File: src/load_based_dvfs_governor_assert.svh
// Assertion macros shared by the governor modules.
// Each use expects signals named clk and rst_n in the enclosing module.
`ifndef LOAD_BASED_DVFS_GOVERNOR_ASSERT_SVH
`define LOAD_BASED_DVFS_GOVERNOR_ASSERT_SVH

// Consequence checked in the same cycle as the antecedent.
`define LBDG_ASSERT_SAME(label, ante, cons, msg) \
    label: assert property (@(posedge clk) disable iff (!rst_n) (ante) |-> (cons)) \
        else $error(msg);

// Consequence checked in the cycle after the antecedent.
`define LBDG_ASSERT_NEXT(label, ante, cons, msg) \
    label: assert property (@(posedge clk) disable iff (!rst_n) (ante) |=> (cons)) \
        else $error(msg);

`endif

File: src/lbdg_pkg.sv
// Shared types, codes and constants of the load-based DVFS governor.
// No dependencies; used by every module of the block.
package lbdg_pkg;

    localparam int FREQ_W  = 22;
    localparam int TIME_W  = 32;
    localparam int TASK_W  = 8;
    localparam int CMD_W   = 3;
    localparam int CFG_W   = 32;
    localparam int IDX_W   = 3;
    localparam int LOAD_W  = 7;
    localparam int IN_W    = 96;
    localparam int OUT_W   = 32;

    // Divider: dividend wide enough for 100 times a 32-bit delta.
    localparam int DIVD_W    = 39;
    localparam int DIV_STEPS = DIVD_W;
    localparam int CNT_W     = 6;

    // Division by 100 of a product below 2^29 by reciprocal multiplication.
    // The rounded-up reciprocal of 2^35 / 100 is exact over that range.
    localparam int                PROD_W    = 29;
    localparam int                RECIP_SH  = 35;
    localparam logic [PROD_W-1:0] RECIP_100 = 29'd343597384;

    localparam logic [FREQ_W-1:0] RST_POLICY_MIN  = 22'd0;
    localparam logic [FREQ_W-1:0] RST_POLICY_MAX  = 22'd4194303;
    localparam logic [FREQ_W-1:0] RST_RAMP_THRESH = 22'd614400;
    localparam logic [FREQ_W-1:0] RST_RESUME_FREQ = 22'd518400;
    localparam logic [FREQ_W-1:0] RST_SUSP_FREQ   = 22'd352000;
    localparam logic [TIME_W-1:0] RST_MIN_DWELL   = 32'd44000;
    localparam logic [FREQ_W-1:0] RST_LOW_GUARD   = 22'd400000;

    localparam logic [LOAD_W-1:0] FULL_LOAD = 7'd100;

    localparam logic REL_L = 1'b0;
    localparam logic REL_H = 1'b1;

    localparam logic [1:0] WQ_NONE = 2'd0;
    localparam logic [1:0] WQ_UP   = 2'd1;
    localparam logic [1:0] WQ_DOWN = 2'd2;

    typedef enum logic [CMD_W-1:0] {
        CMD_SAMPLE    = 3'd0,
        CMD_APPLY     = 3'd1,
        CMD_IDLE_EXIT = 3'd2,
        CMD_SUSPEND   = 3'd3,
        CMD_RESUME    = 3'd4,
        CMD_LIMITS    = 3'd5
    } cmd_t;

    typedef enum logic [IDX_W-1:0] {
        CFG_POLICY_MIN  = 3'd0,
        CFG_POLICY_MAX  = 3'd1,
        CFG_RAMP_THRESH = 3'd2,
        CFG_RESUME_FREQ = 3'd3,
        CFG_SUSP_FREQ   = 3'd4,
        CFG_MIN_DWELL   = 3'd5,
        CFG_LOW_GUARD   = 3'd6
    } cfg_idx_t;

    typedef enum logic [2:0] {
        ST_IDLE,
        ST_EXEC,
        ST_MUL1,
        ST_DIV1,
        ST_MUL2,
        ST_DIV2,
        ST_FIN
    } state_t;

    // Commands from the controller to the datapath.
    typedef struct packed {
        logic capture;
        logic commit;
        logic mul1;
        logic mul2;
        logic div_step;
        logic recip;
    } ctrl_cmd_t;

    // Status from the datapath to the controller.
    typedef struct packed {
        logic need_scale;
        logic out_busy;
    } dp_status_t;

endpackage

File: src/lbdg_ctrl.sv
// Controller state machine of the governor: sequences capture, commit and
// the two multiply/divide passes of the load scaling. Uses lbdg_pkg.
`include "load_based_dvfs_governor_assert.svh"

module lbdg_ctrl
(
    input  logic                  clk,
    input  logic                  rst_n,
    input  logic                  in_valid,
    output logic                  in_ready,
    input  lbdg_pkg::dp_status_t  status,
    output lbdg_pkg::ctrl_cmd_t   ctl
);

    lbdg_pkg::state_t              state_reg, state_next;
    logic [lbdg_pkg::CNT_W-1:0]    cnt_reg, cnt_next;
    logic                          cnt_last;

    assign cnt_last = (cnt_reg == lbdg_pkg::CNT_W'(lbdg_pkg::DIV_STEPS - 1));

    // State and step counter registers.
    always_ff @(posedge clk or negedge rst_n)
    begin
        if (!rst_n)
        begin
            state_reg <= lbdg_pkg::ST_IDLE;
            cnt_reg   <= '0;
        end
        else
        begin
            state_reg <= state_next;
            cnt_reg   <= cnt_next;
        end
    end

    // Next state and commands.
    always_comb
    begin
        state_next = state_reg;
        cnt_next   = cnt_reg;
        ctl        = '0;
        in_ready   = 1'b0;
        case (state_reg)
            lbdg_pkg::ST_IDLE:
            begin
                in_ready = 1'b1;
                if (in_valid)
                begin
                    ctl.capture = 1'b1;
                    state_next  = lbdg_pkg::ST_EXEC;
                end
            end
            lbdg_pkg::ST_EXEC:
            begin
                if (status.need_scale)
                begin
                    state_next = lbdg_pkg::ST_MUL1;
                end
                else if (!status.out_busy)
                begin
                    ctl.commit = 1'b1;
                    state_next = lbdg_pkg::ST_IDLE;
                end
            end
            lbdg_pkg::ST_MUL1:
            begin
                ctl.mul1   = 1'b1;
                cnt_next   = '0;
                state_next = lbdg_pkg::ST_DIV1;
            end
            lbdg_pkg::ST_DIV1:
            begin
                ctl.div_step = 1'b1;
                cnt_next     = cnt_reg + 1'b1;
                if (cnt_last)
                begin
                    state_next = lbdg_pkg::ST_MUL2;
                end
            end
            lbdg_pkg::ST_MUL2:
            begin
                ctl.mul2   = 1'b1;
                state_next = lbdg_pkg::ST_DIV2;
            end
            lbdg_pkg::ST_DIV2:
            begin
                // Division by 100 in one reciprocal multiply.
                ctl.recip  = 1'b1;
                state_next = lbdg_pkg::ST_FIN;
            end
            lbdg_pkg::ST_FIN:
            begin
                if (!status.out_busy)
                begin
                    ctl.commit = 1'b1;
                    state_next = lbdg_pkg::ST_IDLE;
                end
            end
            default:
            begin
                state_next = lbdg_pkg::ST_IDLE;
            end
        endcase
    end

    `LBDG_ASSERT_SAME(a_commit_free, ctl.commit, !status.out_busy, "commit into a full output")
    `LBDG_ASSERT_NEXT(a_accept_exec, in_valid && in_ready, state_reg == lbdg_pkg::ST_EXEC, "no exec after accept")
    `LBDG_ASSERT_NEXT(a_div1_done, state_reg == lbdg_pkg::ST_DIV1 && cnt_last, state_reg == lbdg_pkg::ST_MUL2, "first division overran")

endmodule

File: config.mk
export PLATFORM = sky130hd
export DESIGN_NAME = lbdg_ctrl
export DESIGN_NICKNAME = d
export VERILOG_FILES = /design/src/lbdg_pkg.sv /design/src/lbdg_ctrl.sv
export VERILOG_INCLUDE_DIRS = /design/src /design/src/src
export SDC_FILE = /design/constraint.sdc
export NUM_CORES = 1
export LEC_CHECK = 0
export ABC_AREA = 1
export BUFFER_PORTS_ARGS = -buffer_cell sky130_fd_sc_hd__buf_2
export CAP_MARGIN = 25
export CORE_UTILIZATION = 45
export CTS_CLUSTER_SIZE = 30
export DETAILED_ROUTE_END_ITERATION = 10
export PLACE_DENSITY_LB_ADDON = 0.1
export RECOVER_POWER = 100
export SETUP_SLACK_MARGIN = 0.4
export SLEW_MARGIN = 5
export SYNTH_ARGS = -nofsm -noshare
export SYNTH_HDL_FRONTEND = slang
export SYNTH_SLANG_ARGS = --single-unit
export TNS_END_PERCENT = 5
File: constraint.sdc
create_clock -name clk -period 1.21 [get_ports clk]
set_clock_uncertainty 0.2 [all_clocks]
set_input_delay 0.1815 -clock clk [delete_from_list [all_inputs] [get_ports clk]]
set_output_delay 0.1815 -clock clk [all_outputs]
set_load 0.01 [all_outputs]
==> results of run 1 <==
-- power groups by stage --
stage	clock network [mW]	registers (mW)	logic [mW]
floorplan	0	0.545	0.645
global placement	0	0.576	1.04
detailed placement	0	0.583	1.08
CTS	0.236	0.610	1.27
global route	0.260	0.622	1.60
finish	0.247	0.609	1.47
-- per-layer routing --
| layer | vias up | global-route usage, % | routed length (um) |
|---|---|---|---|
| met5 | - | 0 | 0 |
| li1 | 338 | - | - |
| met4 | 0 | 10.7 | 44 |
| met1 | 314 | 27.7 | 675 |
| met3 | 5 | 8.72 | 60 |
| met2 | 14 | 44.5 | 943 |
-- worst max-delay path, cell delays in order, from the launching register on --
cell and delay, ps:
dfrtp_2 490, inv_2 100, nand2_1 60, nor2_1 140, buf_2 160
-- cell usage after synthesis, drive strengths merged --
master   n
buf      1
o21ai    8
dfrtp    9
ha       2
nand4    2
nand2   19
nor2    12
nand3   11
inv     15
o22ai    1
o31ai    1
a21oi    2
xor2     1
-- timing repair --
action | in CTS | in global routing
hold buffers | 1 | 0
setup buffers | 3 | 3
pin swaps | 6 | 4
endpoints found under the setup margin | 16 | 16
endpoints found under the hold margin | 9 | 0
gates resized for setup | 17 | 10
-- path summary, 6_finish.rpt --
check,from,end,slack [ps],depth (start not counted)
min reg2reg,cnt_reg[5]$_DFFE_PN0P_,cnt_reg[5]$_DFFE_PN0P_,360,3
max,state_reg[0]$_DFFE_PN0P_,ctl[2],-390,4
min,status[0],state_reg[1]$_DFFE_PN0P_,20,3
max reg2reg,state_reg[0]$_DFFE_PN0P_,cnt_reg[5]$_DFFE_PN0P_,-260,8
min in group asynchronous,rst_n,cnt_reg[4]$_DFFE_PN0P_,180,2
max in group asynchronous,rst_n,state_reg[1]$_DFFE_PN0P_,270,2
-- layout make-up --
type / instances / area (um2) / share of cell area (%)
well taps: 14 / 17.5 / 1.91
clock buffers: 4 / 26.3 / 2.86
multi-input cells: 59 / 362 / 39.4
flip-flops and latches: 9 / 228 / 24.8
inverters: 15 / 58.8 / 6.40
repair buffers: 31 / 226 / 24.7
-- kinds of logic (layout without fill, tap and decap cells) --
family | after synthesis | count (layout) | share of synthesized area (%)
xor+xnor | 1 | 1 | 1.50
buf+inv | 16 | 50 | 10.5
compound gates | 12 | 12 | 11.8
fa+ha+maj | 2 | 2 | 4.27
flops | 9 | 9 | 38.5
simple gates | 44 | 44 | 33.5
-- per-stage QoR --
stage               worst slack, ps  instances  area [um2]
floorplan                     -84.7         84         604
global placement               -159        121         763
detailed placement             -171        121         763
CTS                            -343        129         866
global route                   -463        132         918
finish                         -394        132         918
==> flow_summary.toml, run 1 <==
[outcome]
violations = "setup timing"
status = "complete, but fails checks"

[cells_and_area]
fill_cells = 85
layout-drive-gt1-share_pct = 48.3
diodes = 0
fin_util_pct = 79.4
layout_common_cells = "17 x buf_4, 14 x nand2_1, 10 x nor2_1"
nNetsFinal = 126
synthToLayoutAreaGrowth_pct = 56.8
largest_reg_flops = 6
final_common_cell = "buf_4"

[die]
die_h_um = 38.1
core_area_mm2 = 0.00116
floorplan.initialDensity_pct = 50.6
dieArea_mm2 = 0.00145
row_count = 12
die-width_um = 38.1
io_pins = 12

[timing]
relSlewSlack_pct = 66.7
final-hold-violation-count = 0
tightest_slew_ps = 500
setup_tns_ps = -3770
fin_ws_ps = -394
fin_crit_ps = 1600
finalSetupViolations = 16
fin_hold_ws_ps = 16.7
timing.final.crit_share_pct = 133
drv_slew = 0
rsz0062_at_grt = "yes"
fmax_mhz = 623

[cts]
htreeDepth = 1
cts_buffers = 3
ctsLongestPathBuffers = 2
clkTransAtPathRegs_ps = 60
cts_tree = "yes"
clkLatencyLatePin_ps = 280
clock_sinks = 9
root_buffer = "clkbuf_4"

[placement]
place.gp.congestion = 0.780
dp_hpwl_um = 1100
place.port_buffers = 11

[critical_path]
arrival_ps = 1220
startpoint_type = "register"
path_max_fanout = 6
crit_type = "reg -> out"
crit_path_end_kind = "primary output"
cp.required_ps = 830

[logic_synthesis]
synth-seq-cells = 9
synth_area_um2 = 586
ys_seq_area_share_pct = 38.5
yosysWarnings = 0
syn_nets = 91
synth_largest_area_cell = "dfrtp_1"
synth_cell_types = 17
synth.avg_cell_area_um2 = 6.97
synth_cells = 84
yosys-top-cells-area = "dfrtp_1 38%, nand2_1 11%, nand3_1 9.4%"
synth_top_cell_area_share_pct = 38.5

[pwr]
power_mw = 2.33
pwr-share-clk_pct = 10.6
internal-power_mw = 1.28
p_sw_share_pct = 45.1
ir_drop_mv = 1.31
power_frac_comb_pct = 63.2
switchingPower_mw = 1.05
seq_power_share_pct = 26.2
power_density_mw_per_mm2 = 2530
leakagePower_nw = 0.487

[job]
max_cap_violations = 0

[detailed_routing]
drtAntennaViolNets = 0
dr.pass1.iters = 5
drt-initial-drc-count = 10
wire_per_inst_um = 13.0
drt_wl_total_um = 1720
vias = 671
vias_per_cell = 5.08
drc = 0

[global_route]
antenna_found_initial = 0
overflow = 0
grt_pass1_wl_um = 2420
grt_max_degree = 10
grt_pass1_vias = 560
track_usage_pct = 25.5

[min_path]
hold_class = "in -> reg"
(Power assumes the default switching activity.)
==> run 2, diff against run 1 <==
--- a/config.mk
+++ b/config.mk
@@ -9,9 +9,11 @@
 export ABC_AREA = 1
 export BUFFER_PORTS_ARGS = -buffer_cell sky130_fd_sc_hd__buf_2
 export CAP_MARGIN = 25
-export CORE_UTILIZATION = 45
+export CORE_AREA = 2 2 39 41
+export CTS_BUF_LIST = sky130_fd_sc_hd__clkbuf_8
 export CTS_CLUSTER_SIZE = 30
 export DETAILED_ROUTE_END_ITERATION = 10
+export DIE_AREA = 0 0 41 43
 export PLACE_DENSITY_LB_ADDON = 0.1
 export RECOVER_POWER = 100
 export SETUP_SLACK_MARGIN = 0.4
==> run 2 against run 1 <==
- the flow still finishes with violations (setup timing)
- global-route usage decreased by 5.8 points
- cell area increased by 2.2%
- highest routed layer unchanged
- via count decreased by 4.2%
- register-to-register slack improved by 30 ps
- die area increased by 22%
- final cell count increased by 0.76%
- largest cell class unchanged
==> flow_summary.toml, run 2 (same netlist as run 1, synthesis figures left out) <==
[timing]
tightest_slew_ps = 514
fmax_mhz = 643
fin_ws_ps = -345
fin_crit_ps = 1550
drv_slew = 0
finalSetupViolations = 14
timing.final.crit_share_pct = 129
relSlewSlack_pct = 65.7
final-hold-violation-count = 0
rsz0062_at_grt = "yes"
fin_hold_ws_ps = 32.9

[min_path]
hold_class = "in -> reg"

[cts]
cts_tree = "yes"
clock_sinks = 9
ctsLongestPathBuffers = 2
clkLatencyLatePin_ps = 230
clkTransAtPathRegs_ps = 40
htreeDepth = 1
root_buffer = "clkbuf_8"
cts_buffers = 3

[critical_path]
cp.required_ps = 830
startpoint_type = "register"
crit_type = "reg -> out"
path_max_fanout = 6
arrival_ps = 1170
crit_path_end_kind = "primary output"

[pwr]
ir_drop_mv = 1.27
power_mw = 2.38
power_density_mw_per_mm2 = 2540
leakagePower_nw = 0.496

[cells_and_area]
diodes = 0
fin_util_pct = 67.8
final_area_um2 = 938
layout-drive-gt1-share_pct = 47.0
nNetsFinal = 125
layout_common_cells = "13 x nand2_1, 13 x buf_4, 11 x inv_1"
synthToLayoutAreaGrowth_pct = 60.3
largest_reg_flops = 6

[placement]
place_area_um2 = 773
place.gp.congestion = 0.695
dp_hpwl_um = 1110
place.port_buffers = 11

[detailed_routing]
dr.pass1.iters = 4
vias_per_cell = 4.83
drt-initial-drc-count = 6
wire_per_inst_um = 11.0
drc = 0
drt_wl_total_um = 1460
drtAntennaViolNets = 0
vias = 643

[job]
max_cap_violations = 0

[die]
io_pins = 12
die_h_um = 43
floorplan.initialDensity_pct = 42.3
dieArea_mm2 = 0.00176
die-width_um = 41
row_count = 14
core_area_mm2 = 0.00138

[global_route]
grt_pass1_vias = 606
overflow = 0
track_usage_pct = 19.7
grt_pass1_wl_um = 2350
grt_max_degree = 10
antenna_found_initial = 0

[outcome]
status = "complete, but fails checks"
violations = "setup timing"
==> run 2: report_power, final <==
group	switching [mW]	internal (mW)	leakage, nW
clock	0.116	0.221	0.0269
sequential	0.186	0.429	0.113
combinational	0.690	0.743	0.356
total	0.992	1.39	0.496
==> run 2: final cells by class <==
type	instances	area [um2]
Fill cell	117	445
Multi-Input combinational cell	59	360
Sequential cell	9	228
Timing Repair Buffer	30	226
Inverter	15	58.8
Clock buffer	3	41.3
Tap cell	16	20.0
Clock inverter	1	3.75
==> run 2: routing by layer <==
layer  vias up  global-route usage [%]  wire (um)
met4         0                    10.0         17
met1       295                    21.4        632
met2        10                    33.1        769
li1        336                       -          -
met3         2                    4.71         41
met5         -                       0          0
==> run 2: worst max-delay path, stage by stage (launching register included) <==
cell	delay [ps]
dfrtp_2	480
nor2_4	160
nand2_2	80
o22ai_2	80
buf_2	140
==> run 2: path summary, 6_finish.rpt <==
path | slack [ps] | to | depth (start not counted) | from
min reg2reg | 350 | cnt_reg[5]$_DFFE_PN0P_ | 3 | cnt_reg[5]$_DFFE_PN0P_
max | -340 | ctl[4] | 4 | state_reg[0]$_DFFE_PN0P_
max reg2reg | -230 | state_reg[2]$_DFFE_PN0P_ | 8 | state_reg[1]$_DFFE_PN0P_
min in group asynchronous | 250 | cnt_reg[3]$_DFFE_PN0P_ | 2 | rst_n
max in group asynchronous | 190 | state_reg[1]$_DFFE_PN0P_ | 2 | rst_n
min | 30 | state_reg[0]$_DFFE_PN0P_ | 3 | in_valid
==> run 2: through the flow <==
stage               setup TNS (ps)  cells  setup WS, ps
floorplan                     -246     84         -84.7
global placement             -1170    124          -178
detailed placement           -1490    124          -206
CTS                          -2840    129          -341
global route                 -4480    133          -406
finish                       -3340    133          -345
==> run 2: timing repair <==
action                                 CTS  global route
hold buffers                             1             0
gates resized for setup                 14            13
endpoints found under the hold margin    9             0
pin swaps                                3             7
setup endpoints to repair               16            16
buffers inserted                         0             4
